[src/design/rbc_pkg.sv]
// ----------------------------------------------------------------------------
// rbc_pkg: shared types and constants of the radix base converter
// Register indexes, alphabet layout, state encoding and the control and
// status bundles passed between the converter's sub-units.
// ----------------------------------------------------------------------------
package rbc_pkg;

  localparam int CHAR_W    = 8;
  localparam int RADIX_W   = 5;
  localparam int DIGIT_W   = 4;
  localparam int ALPHA_W   = 64;
  localparam int NUM_CHARS = 16;
  localparam int MAX_RADIX = 16;
  localparam int CFG_IDX_W = 3;

  localparam logic [CFG_IDX_W-1:0] CFG_FROM_RADIX     = 3'd0;
  localparam logic [CFG_IDX_W-1:0] CFG_FROM_ALPHA_LOW  = 3'd1;
  localparam logic [CFG_IDX_W-1:0] CFG_FROM_ALPHA_HIGH = 3'd2;
  localparam logic [CFG_IDX_W-1:0] CFG_TO_RADIX       = 3'd3;
  localparam logic [CFG_IDX_W-1:0] CFG_TO_ALPHA_LOW    = 3'd4;
  localparam logic [CFG_IDX_W-1:0] CFG_TO_ALPHA_HIGH   = 3'd5;

  localparam logic [RADIX_W-1:0] RADIX_RESET = 5'd10;

  typedef enum logic [2:0] {
    ST_IDLE,
    ST_MAC,
    ST_START,
    ST_DIV,
    ST_READ,
    ST_LOAD,
    ST_SEND
  } state_e;

  typedef struct packed {
    logic               start;
    logic               clear;
    logic [DIGIT_W-1:0] idx;
  } mac_ctl_t;

  typedef struct packed {
    logic go;
    logic load;
  } div_ctl_t;

  typedef struct packed {
    logic               done;
    logic               nonzero;
    logic [DIGIT_W-1:0] digit;
  } div_stat_t;

  // Fetch alphabet character idx from the low/high register pair.
  function automatic logic [CHAR_W-1:0] pick_char(input logic [ALPHA_W-1:0] low,
                                                  input logic [ALPHA_W-1:0] high,
                                                  input logic [DIGIT_W-1:0] idx);
    logic [ALPHA_W-1:0] sel;
    sel = idx[3] ? high : low;
    sel = sel >> {idx[2:0], 3'b000};
    return sel[CHAR_W-1:0];
  endfunction

endpackage

[src/design/radix_base_converter_unit.sv]
// ----------------------------------------------------------------------------
// radix_base_converter_unit: streaming radix base converter
// Accumulates a number one source character per request and, on the request
// marked last, emits the value in the target radix, most significant first.
// ----------------------------------------------------------------------------
// Each input request carries one character. It is matched against the
// source alphabet (lowest matching index wins, only the first from_radix
// entries count, a radix above 16 acts as 16). A matching character is
// folded into a VALUE_BITS-bit accumulator as acc * from_radix + index,
// wrapping modulo 2^VALUE_BITS; a character outside the alphabet leaves the
// accumulator alone. The multiply-add runs bit-serially, and the block takes
// no new character until it completes; a character outside the alphabet
// starts none. On a last request the block then converts the value: a
// bit-serial restoring divider by to_radix (clamped to 2..16) produces one
// digit per division, least significant first, into a small digit RAM,
// until the quotient is zero or VALUE_BITS digits exist. The digits are
// then read back in reverse and each mapped through the target alphabet,
// one output request per digit, the final one with out_last set; the next
// digit is read only after the previous request is taken. The accumulator
// returns to zero after each number. One input request is in flight at a
// time: in_ready is high only while idle. Configuration writes are always
// taken; write them only while the block is idle. Writes to unknown
// indexes are dropped.
// ----------------------------------------------------------------------------
module radix_base_converter_unit
  import rbc_pkg::*;
#(
  parameter int VALUE_BITS = 32
) (
  input  logic                 clk_i,
  input  logic                 rst_ni,
  // configuration write channel
  input  logic                 cfg_valid_i,
  output logic                 cfg_ready_o,
  input  logic [CFG_IDX_W-1:0] cfg_index_i,
  input  logic [ALPHA_W-1:0]   cfg_data_i,
  // input character channel
  input  logic                 in_valid_i,
  output logic                 in_ready_o,
  input  logic [CHAR_W-1:0]    in_char_i,
  input  logic                 in_last_i,
  // output character channel
  output logic                 out_valid_o,
  input  logic                 out_ready_i,
  output logic [CHAR_W-1:0]    out_char_o,
  output logic                 out_last_o
);

  localparam int AW = $clog2(VALUE_BITS);

  // Configuration registers.
  logic [RADIX_W-1:0] from_radix_q;
  logic [ALPHA_W-1:0] from_alpha_low_q;
  logic [ALPHA_W-1:0] from_alpha_high_q;
  logic [RADIX_W-1:0] to_radix_q;
  logic [ALPHA_W-1:0] to_alpha_low_q;
  logic [ALPHA_W-1:0] to_alpha_high_q;

  state_e                state_q, state_d;
  logic                  in_accept;
  logic                  last_q;
  logic [AW-1:0]         dcnt_q;
  logic [CHAR_W-1:0]     out_char_q;
  logic                  out_last_q;

  logic [RADIX_W-1:0]    eff_from_radix;
  logic [RADIX_W-1:0]    eff_to_radix;
  logic                  hit;
  logic [DIGIT_W-1:0]    hit_idx;
  logic                  div_more;

  mac_ctl_t              mac_ctl;
  logic [VALUE_BITS-1:0] acc;
  logic                  mac_done;
  div_ctl_t              div_ctl;
  div_stat_t             div_stat;
  logic                  ram_re;
  logic [DIGIT_W-1:0]    ram_rdata;

  // --------------------------------------------------------------------------
  // Configuration port: always ready, unknown indexes dropped.
  // --------------------------------------------------------------------------
  assign cfg_ready_o = 1'b1;

  always_ff @(posedge clk_i or negedge rst_ni) begin
    if (!rst_ni) begin
      from_radix_q      <= RADIX_RESET;
      from_alpha_low_q  <= '0;
      from_alpha_high_q <= '0;
      to_radix_q        <= RADIX_RESET;
      to_alpha_low_q    <= '0;
      to_alpha_high_q   <= '0;
    end else if (cfg_valid_i && cfg_ready_o) begin
      unique case (cfg_index_i)
        CFG_FROM_RADIX:      from_radix_q      <= cfg_data_i[RADIX_W-1:0];
        CFG_FROM_ALPHA_LOW:  from_alpha_low_q  <= cfg_data_i;
        CFG_FROM_ALPHA_HIGH: from_alpha_high_q <= cfg_data_i;
        CFG_TO_RADIX:        to_radix_q        <= cfg_data_i[RADIX_W-1:0];
        CFG_TO_ALPHA_LOW:    to_alpha_low_q    <= cfg_data_i;
        CFG_TO_ALPHA_HIGH:   to_alpha_high_q   <= cfg_data_i;
        default: ;
      endcase
    end
  end

  // Clamp the radices to their usable ranges.
  assign eff_from_radix = (from_radix_q > RADIX_W'(MAX_RADIX)) ? RADIX_W'(MAX_RADIX)
                                                               : from_radix_q;
  always_comb begin
    if (to_radix_q < RADIX_W'(2)) begin
      eff_to_radix = RADIX_W'(2);
    end else if (to_radix_q > RADIX_W'(MAX_RADIX)) begin
      eff_to_radix = RADIX_W'(MAX_RADIX);
    end else begin
      eff_to_radix = to_radix_q;
    end
  end

  // --------------------------------------------------------------------------
  // Source alphabet lookup: scan from the top so the lowest match wins.
  // --------------------------------------------------------------------------
  always_comb begin
    hit     = 1'b0;
    hit_idx = '0;
    for (int k = NUM_CHARS - 1; k >= 0; k--) begin
      if ((RADIX_W'(k) < eff_from_radix) &&
          (pick_char(from_alpha_low_q, from_alpha_high_q, DIGIT_W'(k)) == in_char_i)) begin
        hit     = 1'b1;
        hit_idx = DIGIT_W'(k);
      end
    end
  end

  assign in_accept = in_valid_i && in_ready_o;
  // Divide again while the quotient is nonzero and the digit RAM has room.
  assign div_more  = div_stat.nonzero && (dcnt_q != AW'(VALUE_BITS - 1));

  // --------------------------------------------------------------------------
  // Sequencer: next state.
  // --------------------------------------------------------------------------
  always_comb begin
    state_d = state_q;
    unique case (state_q)
      ST_IDLE: begin
        if (in_accept) begin
          if (hit) begin
            state_d = ST_MAC;
          end else if (in_last_i) begin
            state_d = ST_START;
          end
        end
      end
      ST_MAC: begin
        if (mac_done) begin
          state_d = last_q ? ST_START : ST_IDLE;
        end
      end
      ST_START: state_d = ST_DIV;
      ST_DIV: begin
        if (div_stat.done && !div_more) begin
          state_d = ST_READ;
        end
      end
      ST_READ: state_d = ST_LOAD;
      ST_LOAD: state_d = ST_SEND;
      ST_SEND: begin
        if (out_ready_i) begin
          state_d = out_last_q ? ST_IDLE : ST_READ;
        end
      end
      default: state_d = ST_IDLE;
    endcase
  end

  // --------------------------------------------------------------------------
  // Sequencer: outputs.
  // --------------------------------------------------------------------------
  always_comb begin
    in_ready_o    = 1'b0;
    out_valid_o   = 1'b0;
    mac_ctl.start = 1'b0;
    mac_ctl.clear = 1'b0;
    mac_ctl.idx   = hit_idx;
    div_ctl.go    = 1'b0;
    div_ctl.load  = 1'b0;
    ram_re        = 1'b0;
    unique case (state_q)
      ST_IDLE: begin
        in_ready_o    = 1'b1;
        mac_ctl.start = in_valid_i && hit;
      end
      ST_START: begin
        // load the divider with the final value and zero the accumulator
        div_ctl.go    = 1'b1;
        div_ctl.load  = 1'b1;
        mac_ctl.clear = 1'b1;
      end
      ST_DIV: begin
        div_ctl.go = div_stat.done && div_more;
      end
      ST_READ: ram_re = 1'b1;
      ST_SEND: out_valid_o = 1'b1;
      default: ;
    endcase
  end

  always_ff @(posedge clk_i or negedge rst_ni) begin
    if (!rst_ni) begin
      state_q <= ST_IDLE;
      last_q  <= 1'b0;
      dcnt_q  <= '0;
    end else begin
      state_q <= state_d;
      if (in_accept) begin
        last_q <= in_last_i;
      end
      // dcnt counts digits while dividing, then walks back down on readout
      if (state_q == ST_START) begin
        dcnt_q <= '0;
      end else if (div_ctl.go) begin
        dcnt_q <= dcnt_q + 1'b1;
      end else if ((state_q == ST_SEND) && out_ready_i && !out_last_q) begin
        dcnt_q <= dcnt_q - 1'b1;
      end
    end
  end

  // Output register: map the stored digit through the target alphabet.
  always_ff @(posedge clk_i) begin
    if (state_q == ST_LOAD) begin
      out_char_q <= pick_char(to_alpha_low_q, to_alpha_high_q, ram_rdata);
      out_last_q <= (dcnt_q == '0);
    end
  end

  assign out_char_o = out_char_q;
  assign out_last_o = out_last_q;

  // --------------------------------------------------------------------------
  // Datapath units.
  // --------------------------------------------------------------------------
  rbc_mac #(
    .VALUE_BITS(VALUE_BITS)
  ) u_mac (
    .clk_i   (clk_i),
    .rst_ni  (rst_ni),
    .ctl_i   (mac_ctl),
    .radix_i (eff_from_radix),
    .acc_o   (acc),
    .done_o  (mac_done)
  );

  rbc_div #(
    .VALUE_BITS(VALUE_BITS)
  ) u_div (
    .clk_i   (clk_i),
    .rst_ni  (rst_ni),
    .ctl_i   (div_ctl),
    .value_i (acc),
    .radix_i (eff_to_radix),
    .stat_o  (div_stat)
  );

  rbc_ram #(
    .WIDTH(DIGIT_W),
    .DEPTH(VALUE_BITS)
  ) u_digits (
    .clk_i   (clk_i),
    .we_i    (div_stat.done),
    .waddr_i (dcnt_q),
    .wdata_i (div_stat.digit),
    .re_i    (ram_re),
    .raddr_i (dcnt_q),
    .rdata_o (ram_rdata)
  );

`ifndef SYNTHESIS
  a_no_overlap: assert property (@(posedge clk_i) disable iff (!rst_ni)
    !(in_ready_o && out_valid_o))
    else $error("input and output channels active together");

  a_mac_done_in_mac: assert property (@(posedge clk_i) disable iff (!rst_ni)
    mac_done |-> (state_q == ST_MAC))
    else $error("multiply-accumulate finished outside its state");

  a_div_done_in_div: assert property (@(posedge clk_i) disable iff (!rst_ni)
    div_stat.done |-> (state_q == ST_DIV))
    else $error("divider finished outside its state");

  a_last_at_bottom: assert property (@(posedge clk_i) disable iff (!rst_ni)
    (out_valid_o && out_last_o) |-> (dcnt_q == '0))
    else $error("final output digit sent before the lowest digit");
`endif

endmodule

[src/design/rbc_ram.sv]
// ----------------------------------------------------------------------------
// rbc_ram: generic single-write, single-read RAM
// One write port and one read port with registered read data.
// ----------------------------------------------------------------------------
module rbc_ram #(
  parameter int WIDTH = 4,
  parameter int DEPTH = 32
) (
  input  logic                     clk_i,
  input  logic                     we_i,
  input  logic [$clog2(DEPTH)-1:0] waddr_i,
  input  logic [WIDTH-1:0]         wdata_i,
  input  logic                     re_i,
  input  logic [$clog2(DEPTH)-1:0] raddr_i,
  output logic [WIDTH-1:0]         rdata_o
);

  logic [WIDTH-1:0] mem_q [DEPTH];
  logic [WIDTH-1:0] rdata_q;

  always_ff @(posedge clk_i) begin
    if (we_i) begin
      mem_q[waddr_i] <= wdata_i;
    end
    if (re_i) begin
      rdata_q <= mem_q[raddr_i];
    end
  end

  assign rdata_o = rdata_q;

endmodule

[src/design/rbc_mac.sv]
// ----------------------------------------------------------------------------
// rbc_mac: bit-serial multiply-accumulate on the value register
// Computes acc * radix + idx, one accumulator bit per cycle, LSB first.
// ----------------------------------------------------------------------------
module rbc_mac
  import rbc_pkg::*;
#(
  parameter int VALUE_BITS = 32
) (
  input  logic                  clk_i,
  input  logic                  rst_ni,
  input  mac_ctl_t              ctl_i,
  input  logic [RADIX_W-1:0]    radix_i,
  output logic [VALUE_BITS-1:0] acc_o,
  output logic                  done_o
);

  localparam int CW = $clog2(VALUE_BITS);

  logic [VALUE_BITS-1:0] acc_q, acc_d;
  logic [RADIX_W-1:0]    carry_q, carry_d;
  logic [CW-1:0]         cnt_q, cnt_d;
  logic                  busy_q, busy_d;
  logic [RADIX_W:0]      sum;

  // Partial product of the current bit plus the running carry.
  always_comb begin
    sum     = {1'b0, (acc_q[0] ? radix_i : '0)} + {1'b0, carry_q};
    acc_d   = acc_q;
    carry_d = carry_q;
    cnt_d   = cnt_q;
    busy_d  = busy_q;
    if (ctl_i.clear) begin
      acc_d = '0;
    end else if (ctl_i.start) begin
      carry_d = {1'b0, ctl_i.idx};
      cnt_d   = CW'(VALUE_BITS - 1);
      busy_d  = 1'b1;
    end else if (busy_q) begin
      // rotate right, the new product bit enters at the top
      acc_d   = {sum[0], acc_q[VALUE_BITS-1:1]};
      carry_d = sum[RADIX_W:1];
      cnt_d   = cnt_q - 1'b1;
      if (cnt_q == '0) begin
        busy_d = 1'b0;
      end
    end
  end

  always_ff @(posedge clk_i or negedge rst_ni) begin
    if (!rst_ni) begin
      acc_q   <= '0;
      carry_q <= '0;
      cnt_q   <= '0;
      busy_q  <= 1'b0;
    end else begin
      acc_q   <= acc_d;
      carry_q <= carry_d;
      cnt_q   <= cnt_d;
      busy_q  <= busy_d;
    end
  end

  assign acc_o  = acc_q;
  assign done_o = busy_q && (cnt_q == '0);

endmodule

[src/design/rbc_div.sv]
// ----------------------------------------------------------------------------
// rbc_div: bit-serial restoring divider by the target radix
// Shifts the value through MSB first, one quotient bit per cycle; the
// remainder is the next output digit.
// ----------------------------------------------------------------------------
module rbc_div
  import rbc_pkg::*;
#(
  parameter int VALUE_BITS = 32
) (
  input  logic                  clk_i,
  input  logic                  rst_ni,
  input  div_ctl_t              ctl_i,
  input  logic [VALUE_BITS-1:0] value_i,
  input  logic [RADIX_W-1:0]    radix_i,
  output div_stat_t             stat_o
);

  localparam int CW = $clog2(VALUE_BITS);

  logic [VALUE_BITS-1:0] quo_q;
  logic [DIGIT_W-1:0]    rem_q;
  logic [CW-1:0]         cnt_q;
  logic                  busy_q;
  logic                  nz_q;
  logic                  done_q;
  logic [RADIX_W-1:0]    trial;
  logic                  ge;
  logic [RADIX_W-1:0]    diff;
  logic [DIGIT_W-1:0]    rem_step;

  always_comb begin
    trial    = {rem_q, quo_q[VALUE_BITS-1]};
    ge       = trial >= radix_i;
    diff     = trial - radix_i;
    rem_step = ge ? diff[DIGIT_W-1:0] : trial[DIGIT_W-1:0];
  end

  always_ff @(posedge clk_i or negedge rst_ni) begin
    if (!rst_ni) begin
      busy_q <= 1'b0;
      cnt_q  <= '0;
      rem_q  <= '0;
      nz_q   <= 1'b0;
      done_q <= 1'b0;
    end else begin
      done_q <= busy_q && (cnt_q == '0);
      if (ctl_i.go) begin
        busy_q <= 1'b1;
        cnt_q  <= CW'(VALUE_BITS - 1);
        rem_q  <= '0;
        nz_q   <= 1'b0;
      end else if (busy_q) begin
        rem_q <= rem_step;
        nz_q  <= nz_q | ge;
        cnt_q <= cnt_q - 1'b1;
        if (cnt_q == '0) begin
          busy_q <= 1'b0;
        end
      end
    end
  end

  // Quotient register holds payload only; reload or shift as requested.
  always_ff @(posedge clk_i) begin
    if (ctl_i.go && ctl_i.load) begin
      quo_q <= value_i;
    end else if (busy_q) begin
      quo_q <= {quo_q[VALUE_BITS-2:0], ge};
    end
  end

  assign stat_o.done    = done_q;
  assign stat_o.nonzero = nz_q;
  assign stat_o.digit   = rem_q;

endmodule
[config.mk]
export PLATFORM = sky130hd
export DESIGN_NAME = radix_base_converter_unit
export DESIGN_NICKNAME = d
export VERILOG_FILES = /design/src/design/rbc_pkg.sv /design/src/design/radix_base_converter_unit.sv /design/src/design/rbc_ram.sv /design/src/design/rbc_mac.sv /design/src/design/rbc_div.sv
export SDC_FILE = /design/constraint.sdc
export NUM_CORES = 1
export LEC_CHECK = 0
export BUFFER_PORTS_ARGS = -buffer_cell sky130_fd_sc_hd__buf_2
export CAP_MARGIN = 25
export CORE_MARGIN = 2
export CORE_UTILIZATION = 50
export CTS_CLUSTER_DIAMETER = 40
export DETAILED_ROUTE_END_ITERATION = 16
export MAX_ROUTING_LAYER = met4
export PLACE_DENSITY = 0.77
export SYNTH_ARGS = -nofsm -noshare
export SYNTH_HDL_FRONTEND = slang
export SYNTH_SLANG_ARGS = --single-unit
[constraint.sdc]
create_clock -name clk_i -period 4.9 [get_ports clk_i]
set_input_delay 0.735 -clock clk_i [delete_from_list [all_inputs] [get_ports clk_i]]
set_output_delay 0.735 -clock clk_i [all_outputs]
set_load 0.03 [all_outputs]
## After elaboration in Yosys (flattened, before gate mapping)

Memories as Yosys holds them, arrays and structs flattened. A register that Yosys moved wholly into a read port is not among the register bits.
Cells that the tools add are included.

- Add/subtract/negate cells: 6
- Order comparisons: 20
- Eq/ne operators: 34
- Shift operators: 1
- Muxes and demuxes: 79
- Bitwise logic cells: 2
- Reduce and logical (&&, ||, !) cells: 47

Operators with widths:

| operator | count |
|---|---|
| $mux 32 | 5 |
| $eq 8x8->1 | 16 |
| $mux 4 | 19 |
| $mux 5 | 13 |
| $mux 64 | 1 |
| $shr 64x6->8 | 1 |
| $lt 4x5->1 const A | 8 |
| $mux 1 | 31 |
| $logic_and 1x1->1 | 26 |
| $mux 3 | 7 |
| $pmux 3 s7 | 1 |
| $lt 3x5->1 const A | 4 |
| $reduce_and 2->1 | 8 |
| $eq 3x3->1 const B | 5 |
| $logic_not 5->1 | 3 |
| $sub 5x1->5 const B | 3 |
| $eq 3x2->1 const B | 4 |
| $gt 5x5->1 const B | 2 |
| $lt 1x5->1 const A | 2 |
| $lt 2x5->1 const A | 2 |
| $ne 2x2->1 const B | 4 |
| $reduce_bool 2->1 | 4 |
| $add 5x5->6 | 1 |
| $eq 3x1->1 const B | 2 |
| other kinds (15) | 17 |

- Flip-flop bits (word level): 371
- Memory bits (writable): 128
- Bits of input ports: 81
- Output and inout port bits: 12
- Word-level logic and storage cells: 211
- Memories: 1

Memory list:

| name | depth | width | rd ports | clocked after memory_dff | wr ports | RTL line | text |
|---|---|---|---|---|---|---|---|
| u_digits.mem_q | 32 | 4 | 1 | 1 | 1 | rbc_ram.sv:18 | `logic [WIDTH-1:0] mem_q [DEPTH];` |

## Longest topological paths before layout

Gate-level depths: netlist of run 1.

- Word-level depth: 24
- Gate-level depth with buffers: 15
- Gate-level depth less buffers: 13

## Hierarchy

Synthesis of run 1 repeated with hierarchy kept, for this count alone.

- Cell total of the unflattened synthesis: 1,514
- Area, all modules: 22,880.7 µm²

Modules (own cells, without submodules):

| module | instances | cells each | area an instance (µm²) | seq. area each (µm²) |
|---|---|---|---|---|
| radix_base_converter_unit | 1 | 971 | 13,605.5 | 7,156.9 |
| rbc_ram | 1 | 231 | 5,178.7 | 3,963.8 |
| rbc_div | 1 | 152 | 2,138.3 | 1,261.2 |
| rbc_mac | 1 | 160 | 1,958.1 | 1,076.0 |

## Worst setup path before layout of run 1

No wires, ideal clock.

- Path type: flip-flop to flip-flop
- From: reg dcnt_q[0]
- To: reg dcnt_q[4]
- Setup time: 0.134 ns
- Arrival time: 2.956 ns
- Required time: 4.766 ns
- Path slack: 1.810 ns
- Stages on the path, launching flop included: 16
- Path buffers: 2
- Cells stage by stage: dfrtp_1 > clkbuf_1 > inv_1 > o31a_1 > nand4_1 > and2_1 > clkbuf_1 > inv_1 > fa_1 > inv_1 > a21o_1 > a21oi_1 > xnor2_1 > o21ai_0 > nand2_1 > o21ai_0

- Cells in the longest elaborated chain, start to end: 6
- Elaborated cells between the ends (all ways): 10
- Classes of those cells: 2 x add/sub; 1 x eq/ne; 4 x mux; 3 x reduce/logical

RTL lines:

| what | RTL line | text |
|---|---|---|
| start: declaration | radix_base_converter_unit.sv:62 | `logic [AW-1:0] dcnt_q;` |
| start signal: assignment | radix_base_converter_unit.sv:221 | `dcnt_q <= dcnt_q + 1'b1;` |
| start signal: assignment | radix_base_converter_unit.sv:223 | `dcnt_q <= dcnt_q - 1'b1;` |
| branches (longest 6 deep; another with $sub 5x1->5) | - |  |

Parallel ways; which one is timed is not known. The select of a mux whose other input is x is not followed.
A chain may end at the register's enable or synchronous reset.

## Worst setup path in the final report of run 1

- From: reg from_radix_q[4]
- To: reg u_mac.acc_q[30], in the netlist u_mac.acc_o[30]

- Cells in the longest elaborated chain, start to end: 24
- Elaborated cells between the ends (all ways): 54
- Classes of those cells: 17 x order compare; 1 x eq/ne; 18 x mux; 18 x reduce/logical

RTL lines:

| what | RTL line | text |
|---|---|---|
| start: declaration | radix_base_converter_unit.sv:52 | `logic [RADIX_W-1:0] from_radix_q;` |
| start signal: assignment | radix_base_converter_unit.sv:95 | `CFG_FROM_RADIX: from_radix_q <= cfg_data_i[RADIX_W-1:0];` |
| $gt 5x5->1 | radix_base_converter_unit.sv:107 | `assign eff_from_radix = (from_radix_q > RADIX_W'(MAX_RADIX)) ? RADIX_W'(MAX_RADIX)` |
| $mux 5 * | radix_base_converter_unit.sv:107 |  |
| $lt 4x5->1 | radix_base_converter_unit.sv:126 | `if ((RADIX_W'(k) < eff_from_radix) &&` |
| $logic_and 1x1->1 | radix_base_converter_unit.sv:126 |  |
| $mux 1 (15 in series) | radix_base_converter_unit.sv:126 |  |
| $mux 1 * | radix_base_converter_unit.sv:126 |  |
| $logic_and 1x1->1 * | radix_base_converter_unit.sv:190 | `mac_ctl.start = in_valid_i && hit;` |
| $mux 1 * | radix_base_converter_unit.sv:187 | `unique case (state_q)` |
| $ne 2x1->1 (no source line) * | - |  |
| $reduce_and 2->1 (no source line) * | - |  |
| end signal: assignment | rbc_mac.sv:52 | `acc_q <= '0;` |
| end signal: assignment | rbc_mac.sv:57 | `acc_q <= acc_d;` |
| end: declaration | rbc_mac.sv:20 | `logic [VALUE_BITS-1:0] acc_q, acc_d;` |

Mark *: on every way between the ends. The rest lies on a longest branch, timed or not.

==> results.txt, run 1 <==
- Std cell rows: 78
* Final setup slack of the worst path: 1.38 ns
* Length in cells of the worst reg-to-reg path: 9
- The analysis attributes to cell leakage a power of 10.2 nW.
- Timing-limited maximum frequency: 284 MHz
* Destination of the worst register-to-register timing path: u_mac.acc_o[30]
- In this run the tool buffered the top-level ports with 91 buffer cells.
- Fraction of registers with async set or reset after synthesis: 0.656
* Pins Over Slew Limit: 0
- During synthesis, Yosys emitted a total of 0 warnings.
- Unrepaired setup endpoints after global routing: false
* Sequential cell area: 13500 um2
- Gates resized during post-CTS repair numbered 0.
- Register-to-register path setup slack: 1.38 ns
- For this run, the post-layout net count is 1772.
* Number of distinct standard cells referenced by the synthesized netlist: 72
- Gate Count Post-Synth: 1585
- Dividing the final minimum period by the clock period gives 0.719.
- Post-Syn Area: 22800 um2
- Worst setup timing slack at the placement stage: 1.10 ns
* CP endpoint kind: flip-flop
* Clock-pin slew reported for the worst setup and hold paths after clock tree synthesis: 0.06 ns
- The initial antenna violation count is 5.
- The hold violation total from the final report was 0.
* Wire length of the first global-routing pass: 82300 um
- Dividing the detail-routed via count by the number of cells gives 5.77.
- Total detailed-routing wirelength: 52000 um
* Most frequent cell after synthesis: dfrtp_1
- Final cell count without fillers: 2329
- After synthesis the netlist holds a flip-flop and latch count of 503.
* Data required time at the worst endpoint: 5.39 ns
* Critical-path maximum fanout: 33
- Count of unresolved DRC violations after routing: 0
- Sequential-to-total area share from yosys stat: 0.590
- The biggest area contributor in the post-synthesis netlist is dfrtp_1.
* Area inside the core boundary: 45200 um2
- Iteration count of the initial detailed-routing pass: 5
- Root Buffer Master: clkbuf_16
- RD Place Congestion: 0.893
- Entering global routing, the biggest net connects 125 pins.
- Avg WL per Cell: 22.3 um
- Commonest register cell after synthesis: dfrtp_1
* Min-delay worst type: in2async
* GR Overflow Total: 0
* Detailed Place HPWL: 33700 um
- Routed Antenna Nets: 0
- Floorplan die area: 47400 um2
- The multi-input combinational cells in the finished layout cover a total of 8790 um2.
* Final hold slack: 0.245 ns
- The H-tree was split into 3 levels.
- Power density over the cells: 431 nW/um2
- Layout overhead on the synthesized area: 14.2%
- No sink is reached through more buffers than the 3 on the longest clock path.
- Measured slew at the worst slew-check pin: 1.01 ns
- Status: completed
* Syn Nets: 1686
* # hold bufs at CTS: 0
- By startpoint and endpoint, the worst setup path is classified as reg2reg.
* Top area cells in the synthesized netlist: dfrtp_1, edfxtp_1, mux2_2, mux4_2, xnor2_1
- Drt initial violations: 981
* Clock tree sinks: 503
- Clock tree from TritonCTS: yes
* Data arrival at the endpoint of the critical path: 4.02 ns
- Setup TNS after final layout: 0 ns
- The initial utilization of the core area, before any placement, comes to 0.505.
* Buffers inserted during post-CTS setup optimization: 0
- The worst register-to-register path begins at from_radix_q[4].
- Mean Syn Cell Area: 14.4 um2
- Number of I/O pins: 93
* Vias: 13444
* Share of the synthesized area in the top cell type: 0.357
* Clock buffer count from CTS: 67
- Count of maximum capacitance violations: 0
- Via count of the first global-routing pass: 14208
- Of the cells placed in the final design, the portion with a size suffix greater than 1 is 0.340.
* Number of enable-type register cells in the synthesized netlist: 173
* Min Tclk post-route: 3.52 ns
- After filler insertion, the fill cell instance count of the layout stands at 3481.
- Peak ir drop on the vdd network: 0.334 mV
* Total Power: 11.2 mW
- Total routing usage reported by global routing: 0.233
* Worst setup SP type: flip-flop
- Commonest cells in the netlist: dfrtp_1, mux2_2, edfxtp_1
* Die Width: 218 um
- Setup violations remaining at the end of the flow were counted as 0.
- Setup Skew: 0.0292 ns
* Inst Count DP: 2199
- The worst pin sits at a relative slew slack of 0.324.
* Overall die height: 218 um
- Clock latency reported for the late side of the worst-skew pair: 0.59 ns
cell usage in the layout, fill, tap and decap left out, types with 6 or more instances in the layout:
cell type,count
clkinv_4,9
mux4_2,72
buf_4,12
and2_1,9
diode_2,6
nand2b_1,10
buf_2,90
edfxtp_1,173
nand4_1,22
o211ai_1,7
nor4_1,10
ha_1,17
clkinvlp_4,6
inv_1,36
nor2_1,58
o2111ai_1,6
a211oi_1,6
mux2_2,268
dfrtp_1,325
inv_6,9
clkbuf_1,8
clkinv_2,9
nand3_1,12
nor3_1,15
nand2_1,129
xnor2_1,97
xor2_1,46
a21oi_1,20
o21ai_0,12
a21o_1,12
clkbuf_16,69
mux2i_1,6
a22o_1,32
nor2b_1,8
area by class of cell:
type                            instances  share of cell area
Multi-Input combinational cell        954               0.337
Timing Repair Buffer                  109              0.0271
Clock inverter                         43              0.0166
Sequential cell                       503               0.516
Inverter                               36             0.00518
Clock buffer                           78              0.0679
Tap cell                              600              0.0288
Antenna cell                            6            0.000576
cell families (layout without fill, tap and decap cells):
| logic type | Yosys count | count (layout) | share of synthesized area |
|---|---|---|---|
| AOI/OAI and AO/OA | 130 | 130 | 0.0435 |
| xor gates and xnor gates | 143 | 143 | 0.0549 |
| adders and majority gates | 20 | 20 | 0.0119 |
| buffers and inverters | 128 | 266 | 0.0265 |
| DFF | 503 | 503 | 0.590 |
| muxes | 349 | 349 | 0.208 |
| other | 1 | 7 | 0.000164 |
| and+or+nand+nor | 311 | 311 | 0.0658 |
flip-flops by register name (all words and copies together), names as in the netlist, 3 cells and up:
name / flops
from_alpha_low_q: 64
u_div.cnt_q: 5
u_div.quo_q: 32
from_alpha_high_q: 64
u_mac.cnt_q: 5
u_digits.mem_q: 128
out_char_o: 8
to_alpha_high_q: 64
u_digits.rdata_o: 4
dcnt_q: 5
to_radix_q: 5
state_q: 3
from_radix_q: 5
u_mac.acc_o: 32
u_mac.carry_q: 5
u_div.rem_q: 4
to_alpha_low_q: 64
per-stage QoR:
step                      instance area [um2]  utilization
after floorplan                         22800            -
after global placement                  23700        0.525
after detailed placement                23800        0.526
after CTS                               26000        0.575
after global routing                    26100        0.577
final                                   26100        0.577
report_power, final:
part	internal [mW]	switching, mW
clock network	2.86	1.91
logic	0.733	0.543
registers	4.83	0.366
total	8.42	2.82
how the worst max path moves through the flow:
stage	from	cells after the start	endpoint
floorplan	dcnt_q[0]	15	dcnt_q[4]
global placement	in_char_i[7]	9	u_mac.acc_o[17]
detailed placement	in_char_i[6]	10	u_mac.acc_o[5]
CTS	from_radix_q[4]	9	u_mac.acc_o[30]
global route	from_radix_q[4]	9	u_mac.acc_o[13]
finish	from_radix_q[4]	9	u_mac.acc_o[30]
worst max-delay path, stage by stage (launching register included):
cell and delay [ns]:
dfrtp_1 0.59, nor2_1 0.40, a21boi_0 0.25, nor3_1 0.13
nor4_1 0.45, and3_1 0.36, a21o_1 0.47, nor2b_2 0.23
buf_4 0.33, a22o_1 0.22
per-layer routing:
| layer | global-route usage | vias to the layer above | share of wire | routed length [um] |
|---|---|---|---|---|
| met5 | - | - | 0 | 0 |
| met4 | 0.0822 | 0 | 0.032 | 1670 |
| met3 | 0.0437 | 94 | 0.057 | 2970 |
| met2 | 0.377 | 411 | 0.49 | 25600 |
| met1 | 0.297 | 6950 | 0.42 | 21800 |
| li1 | - | 5989 | - | - |
Note: power is estimated with default switching activity, not from simulation.
==> inputs of run 2 (changes only) <==
Settings changed: PLACE_DENSITY 0.77 to 0.79.
Clock period 4.9 ns to 3.2 ns, I/O delays scaled along.
==> run 2 against run 1 <==
Clock power up 58%. Wire length rose by 2.2%. Combinational power up 59%. Total power grew 56%. Global-route usage grew 0.50 points. First-iteration DRC count grew 15%. Cell area grew 1.5%. Setup slack worse by 1.1 ns. Critical path type unchanged. Critical endpoint is now u_mac.acc_o[18]. Largest power group unchanged.
==> results.txt, run 2 (same netlist as run 1, synthesis figures left out) <==
- Power density over the cells: 662 nW/um2 (was 431 nW/um2)
* Design Area, Final: 26500 um2 (was 26100 um2)
* GR Overflow Total: 0 (unchanged)
- Crit path kind: reg2reg (unchanged)
- The buffer type at the clock tree root is clkbuf_16 (unchanged).
- Fraction of final layout cells sized beyond drive strength 1: 0.353 (was 0.340)
- Final design utilization: 0.585 (was 0.577)
* Clock tree from TritonCTS: yes (unchanged)
* Drt initial violations: 1132 (was 981)
* Timing-limited maximum frequency: 342 MHz (was 284 MHz)
- The minimum clock period after layout was 2.93 ns (was 3.52 ns).
- Floorplan die area: 47400 um2 (unchanged)
- Clock-pin slew reported for the worst setup and hold paths after clock tree synthesis: 0.06 ns (about the same)
* Final period util: 0.915 (was 0.719)
* Routed Antenna Nets: 0 (unchanged)
- The number of buffers inserted by port buffering was 91 (unchanged).
* Length in cells of the worst reg-to-reg path: 9 (unchanged)
- The slew at the pin with the worst max-slew slack is 1.02 ns (was 1.01 ns).
* Pin count of the biggest net entering global routing: 97 (was 125)
* Logic depth of the worst path, buffers included: 9 (unchanged)
- Number of nets in the final layout: 1810 (was 1772)
- The initial antenna violation count came to 7 (was 5).
- The area growth from synthesis to layout was 15.9% (was 14.2%).
- The post-route DRC violation count is 0 (unchanged).
- Unrepaired setup endpoints after global routing: false (unchanged).
- Initial Util: 0.505 (unchanged)
* Die Width: 218 um (unchanged)
- The type of origin of the critical path is a flip-flop (unchanged).
- The routability-driven placement congestion ratio was 0.901 (was 0.893).
* Top Family by Delay on Critical Path: compound AO/OA/AOI/OAI gates (was simple AND/OR/NAND/NOR gates)
* Wire length of the first global-routing pass: 83500 um (was 82300 um)
- The final wirelength came to 53200 um (was 52000 um).
- Delay of the slowest critical-path stage: 0.67 ns (was 0.59 ns)
* Clock buffer count from CTS: 67 (unchanged)
* Deepest clock path buffer count: 3 (unchanged)
- The number of top-level pins was 93 (unchanged).
- CTS HTree Levels: 3 (unchanged)
- The worst relative slew slack was 0.317 (was 0.324).
- Instance area after placement: 24100 um2 (was 23800 um2)
* Status: completed (unchanged)
* CP endpoint kind: flip-flop (unchanged)
* Leading cell type in the layout, fill and taps excluded: dfrtp_1 (unchanged)
- The largest clock skew in the final design is 0.0343 ns (was 0.0292 ns).
- The first-pass detailed-route iteration total is 5 (unchanged).
- The largest fanout on the critical path is 33 (unchanged).
- Avg WL per Cell: 22.4 um (was 22.3 um)
- The static leakage power came to 10.3 nW (was 10.2 nW).
- The detailed-route via count was 13627 (was 13444).
- Cell breakdown of the critical path: nor2_1, a2111oi_2, and4_1, nor4_1, and3_1, a21o_1, nor2b_2, buf_12, a22o_1 (was nor2_1, a21boi_0, nor3_1, nor4_1, and3_1, a21o_1, nor2b_2, buf_4, a22o_1)
* Reg with most FFs: u_digits.mem_q (unchanged)
* Number of buffer and inverter stages on the critical path: 1 (unchanged)
- Slowest stage cell on the critical path: dfstp_2 (was dfrtp_1)
- Commonest non-fill, non-tap cells in the layout: dfrtp_1, mux2_2, edfxtp_1, nand2_1, xnor2_1 (unchanged).
- Data arrival at the endpoint of the critical path: 3.39 ns (was 4.02 ns)
* Setup-violating endpoint count in the final report: 0 (unchanged)
- The worst-skew pair later-pin latency came to 0.61 ns (was 0.59 ns).
- The vias per cell came to 5.75 (was 5.77).
- Min-delay worst type: in2reg (was in2async)
- The number of max-slew violations in the final report was 0 (unchanged).
- The hold violation total from the final report was 0 (unchanged).
* Number of flip-flops in the largest register: 128 (unchanged)
- The max-capacitance violation count came to 0 (unchanged).
- The total global-route track usage came to 0.238 (was 0.233).
- The die height was 218 um (unchanged).
- Std cell rows: 78 (unchanged)
* Setup TNS after final layout: 0 ns (unchanged)
* Detailed Place HPWL: 35600 um (was 33700 um)
- Peak ir drop on the vdd network: 0.525 mV (was 0.334 mV)
- The placeable core region came to 45200 um2 (unchanged).
- Buffers inserted during post-CTS setup optimization: 0 (unchanged)
* Data required time at the worst endpoint: 3.66 ns (was 5.39 ns)
- The worst hold path was traced through 2 stages.
- The clock sink count came to 503 (unchanged).
- Via count of the first global-routing pass: 14466 (was 14208)
run 2: changes by cell type in the layout (fill, tap and decap cells not counted), sizes merged, moves of 2 or more:
cell,delta
buf,+37
bufinv,+2
clkbuf,+4
clkinv,-5
clkinvlp,+7
diode,+2
inv,-7
run 2: stage by stage:
step           power, mW  hold slack, ns  instances  worst slack (ns)
6_report            17.5           0.156       2370             0.273
5_1_grt             18.1           0.133       2367            0.0932
4_1_cts             17.6           0.123       2362             0.239
3_5_place_dp        10.1           0.490       2239             0.144
3_3_place_gp        9.93           0.482       2239             0.165
2_1_floorplan       9.31           0.184       1585             0.110
run 2: final timing paths:
kind	startpoint	slack [ns]	end
worst min register to register	to_alpha_low_q[58]	0.50	to_alpha_low_q[58]
min in group asynchronous	rst_ni	0.49	to_alpha_low_q[40]
worst max-delay path	from_radix_q[3]	0.27	u_mac.acc_o[18]
worst max register to register	from_radix_q[3]	0.27	u_mac.acc_o[18]
worst min-delay path	cfg_data_i[8]	0.16	from_alpha_low_q[8]
max in group asynchronous	rst_ni	1.71	u_mac.acc_o[27]
run 2: repair_timing:
action                                  4_1_cts  5_1_grt
endpoints found under the setup margin        0        1
hold buffers                                  1        0
hold endpoints to repair                     89        0
gates resized for setup                       0        1
run 2: per-layer routing:
metal / global-route usage / vias to the layer above / share of wire
met5: - / - / 0
li1: - / 6070 / -
met1: 0.305 / 7077 / 0.41
met2: 0.385 / 382 / 0.50
met3: 0.0484 / 98 / 0.057
met4: 0.0721 / 0 / 0.026
run 2: final cells by class:
type / instances / area, um2
flip-flops and latches: 503 / 13500
repair buffers: 147 / 1000
clock buffers: 82 / 1830
inverters: 36 / 135
clock inverters: 40 / 468
multi-input cells: 954 / 8790
well taps: 600 / 751
diodes: 8 / 20.0
fillers: 3405 / 18700
run 2: where the power goes:
| group | internal, mW | switching (mW) |
|---|---|---|
| sequential | 7.39 | 0.544 |
| clock | 4.61 | 2.92 |
| combinational | 1.16 | 0.871 |
==> inputs of run 3 (changes only) <==
Settings changed: PLACE_DENSITY 0.79 to 0.77, SLEW_MARGIN from default to 10.
Clock period 3.2 ns to 3.27 ns, I/O delays scaled along.
==> run 3 against run 2 <==
Sequential share of layout area is 0.56 points lower. Critical path type unchanged. Cell area rose by 1.1%. Sequential cell count is the same. Core utilization grew 0.65 points. Die area stayed put. Clock power grew 10%.
==> results.txt, run 3 (same netlist as run 1, synthesis figures left out) <==
- The routability-driven placement congestion ratio is 0.940 (was 0.901).
- Die Width: 218 um (unchanged)
- Clock tree sinks: 503 (unchanged)
- Root Buffer Master: clkbuf_16 (unchanged)
- Unrepaired setup endpoints after global routing: false (unchanged)
* Min-delay worst type: in2reg (unchanged)
- Detailed-route vias per instance: 5.78 (was 5.75)
* CTS HTree Levels: 3 (unchanged)
- The first-pass detailed-route iteration total was 7 (was 5).
* Normalized max-slew margin: 0.357 (was 0.317)
- Vias: 13704 (was 13627)
* Startpoint of the most critical hold path: cfg_data_i[58] (was cfg_data_i[8])
* Final Hold Violating Endpoints: 0 (unchanged)
- The initial antenna violation count was 5 (was 7).
- Worst setup SP type: flip-flop (unchanged)
- The required time at the endpoint of the critical path is 3.74 ns (was 3.66 ns).
- Count of unresolved DRC violations after routing: 0 (unchanged)
- The total met2 wirelength after detailed routing came to 26500 um (was 26800 um).
- The internal power contribution came to 13.7 mW (was 13.2 mW).
- The register share of total power is 0.430 (was 0.454).
- The category of the most critical setup path was reg2reg (unchanged).
- The net count reported at finish is 1809 (was 1810).
- The worst-skew pair later-pin latency was 0.60 ns (was 0.61 ns).
- The global-route congestion overflow total came to 0 (unchanged).
* Clock buffer count from CTS: 71 (was 67)
- The total of endpoints with negative setup slack in the final report came to 0 (unchanged).
- The launch instance of the worst register-to-register path is from_radix_q[3] (unchanged).
- Min Tclk post-route: 3.03 ns (was 2.93 ns)
- Clock-pin slew reported for the worst setup and hold paths after clock tree synthesis: 0.06 ns (about the same)
* Detailed Place HPWL: 35600 um (about the same)
* Wire length of the first global-routing pass: 84300 um (was 83500 um)
- Number of I/O pins: 93 (unchanged)
- Avg WL per Cell: 22.7 um (was 22.4 um)
- Std cell rows: 78 (unchanged)
- Data arrival at the endpoint of the critical path: 3.50 ns (was 3.39 ns)
* Status: completed (unchanged)
- The count of nets left with antenna violations after detail routing was 0 (unchanged).
- The type of destination of the critical path is a flip-flop (unchanged).
* Timing-limited maximum frequency: 330 MHz (was 342 MHz)
- Count of maximum capacitance violations: 0 (unchanged)
- Leading cell type in the layout, fill and taps excluded: dfrtp_1 (unchanged)
* Switching share of total power: 0.242 (was 0.248)
* Pin count of the biggest net entering global routing: 103 (was 97)
- Deepest clock path buffer count: 3 (unchanged)
- The static leakage power was 10.5 nW (was 10.3 nW).
- Initial Util: 0.505 (unchanged)
- The post-placement setup slack is 0.0643 ns (was 0.144 ns).
- The top layer reached by signal wires was met4 (unchanged).
- Total routing usage reported by global routing: 0.242 (was 0.238)
- The worst-case setup margin in the final layout is 0.238 ns (was 0.273 ns).
- The combinational group share of total power was 0.110 (was 0.116).
- Pins Over Slew Limit: 0 (unchanged)
- Measured slew at the worst slew-check pin: 0.965 ns (was 1.02 ns)
- The sum of met3 wire segment lengths after detailed routing is 3220 um (was 3020 um).
* Count of input and output buffers: 91 (unchanged)
- NetSw: 4.37 mW (was 4.34 mW)
- Reg with most FFs: u_digits.mem_q (unchanged)
* Number of flip-flops in the largest register: 128 (unchanged)
- Drt initial violations: 990 (was 1132)
- The largest clock skew in the final design came to 0.0177 ns (was 0.0343 ns).
- Power density over the cells: 675 nW/um2 (was 662 nW/um2)
- The clock share of power is 0.460 (was 0.430).
- The launching instance or port of the critical path is from_radix_q[3] (unchanged).
- The area growth from synthesis to layout was 17.2% (was 15.9%).
- The largest fanout on the critical path is 12 (was 33).
- The final wirelength is 53900 um (was 53200 um).
- The via count of the first global-routing pass is 14537 (was 14466).
- The setup TNS after final layout came to 0 ns (unchanged).
- The die height is 218 um (unchanged).
* Final hold slack: 0.176 ns (was 0.156 ns)
* Resize count post-CTS: 0 (unchanged)
* Sum of routed wire segments on met1: 22000 um (about the same)
- Commonest non-fill, non-tap cells in the layout: dfrtp_1, mux2_2, edfxtp_1, nand2_1, xnor2_1 (unchanged)
* Peak ir drop on the vdd network: 0.742 mV (was 0.525 mV)
- The placeable core region is 45200 um2 (unchanged).
- The share of the cycle needed by the critical path after routing was 0.927 (was 0.915).
- The floorplan die area was 47400 um2 (unchanged).
- Fraction of final layout cells sized beyond drive strength 1: 0.356 (was 0.353)
* Clock tree from TritonCTS: yes (unchanged)
[run 3: area by class of cell]
class,count,area (um2)
Timing Repair Buffer,142,986
Clock buffer,88,2010
Antenna cell,6,15.0
Sequential cell,503,13500
Inverter,36,135
Fill cell,3335,18400
Multi-Input combinational cell,954,8790
Clock inverter,43,599
Tap cell,600,751
[run 3: what timing repair did]
item,4_1_cts,5_1_grt
buffers inserted,0,0
hold endpoints to repair,79,0
hold buffers,1,0
[run 3: routing by layer]
layer | vias to the layer above | track usage
li1 | 6074 | -
met4 | 0 | 0.0979
met2 | 435 | 0.386
met3 | 115 | 0.0544
met1 | 7080 | 0.300
met5 | - | -
[run 3: path summary, 6_finish.rpt]
check / cells past startpoint / slack [ns] / endpoint
min in group asynchronous: 2 / 0.52 / to_alpha_low_q[42]
min: 2 / 0.18 / to_alpha_high_q[58]
min reg2reg: 1 / 0.50 / to_alpha_low_q[59]
max: 8 / 0.24 / u_mac.carry_q[1]
max in group asynchronous: 3 / 1.81 / to_radix_q[1]
max reg2reg: 8 / 0.24 / u_mac.carry_q[1]
[run 3: power groups by stage]
stage / combinational (mW) / clock [mW] / sequential (mW)
6_report: 1.99 / 8.30 / 7.77
2_1_floorplan: 1.46 / 0 / 7.65
4_1_cts: 2.00 / 8.39 / 7.77
3_5_place_dp: 1.98 / 0 / 7.87
5_1_grt: 2.15 / 8.65 / 7.85
3_3_place_gp: 1.91 / 0 / 7.83
[run 3: metrics by stage]
stage / cells / total power [mW] / util / instance area [um2]
after global routing: 2371 / 18.7 / 0.592 / 26700
after CTS: 2365 / 18.2 / 0.591 / 26700
after global placement: 2233 / 9.75 / 0.534 / 24100
after floorplan: 1585 / 9.11 / - / 22800
final: 2372 / 18.1 / 0.592 / 26700
after detailed placement: 2233 / 9.85 / 0.534 / 24100
[run 3: critical path, cell delays in order (launching register included)]
cell and delay [ns]:
dfstp_2 0.68, nor2_1 0.19, a2111oi_2 0.42, and4_1 0.31, nor4_1 0.09, and3_1 0.23
a21o_1 0.33, a21oi_4 0.32, mux2_1 0.34
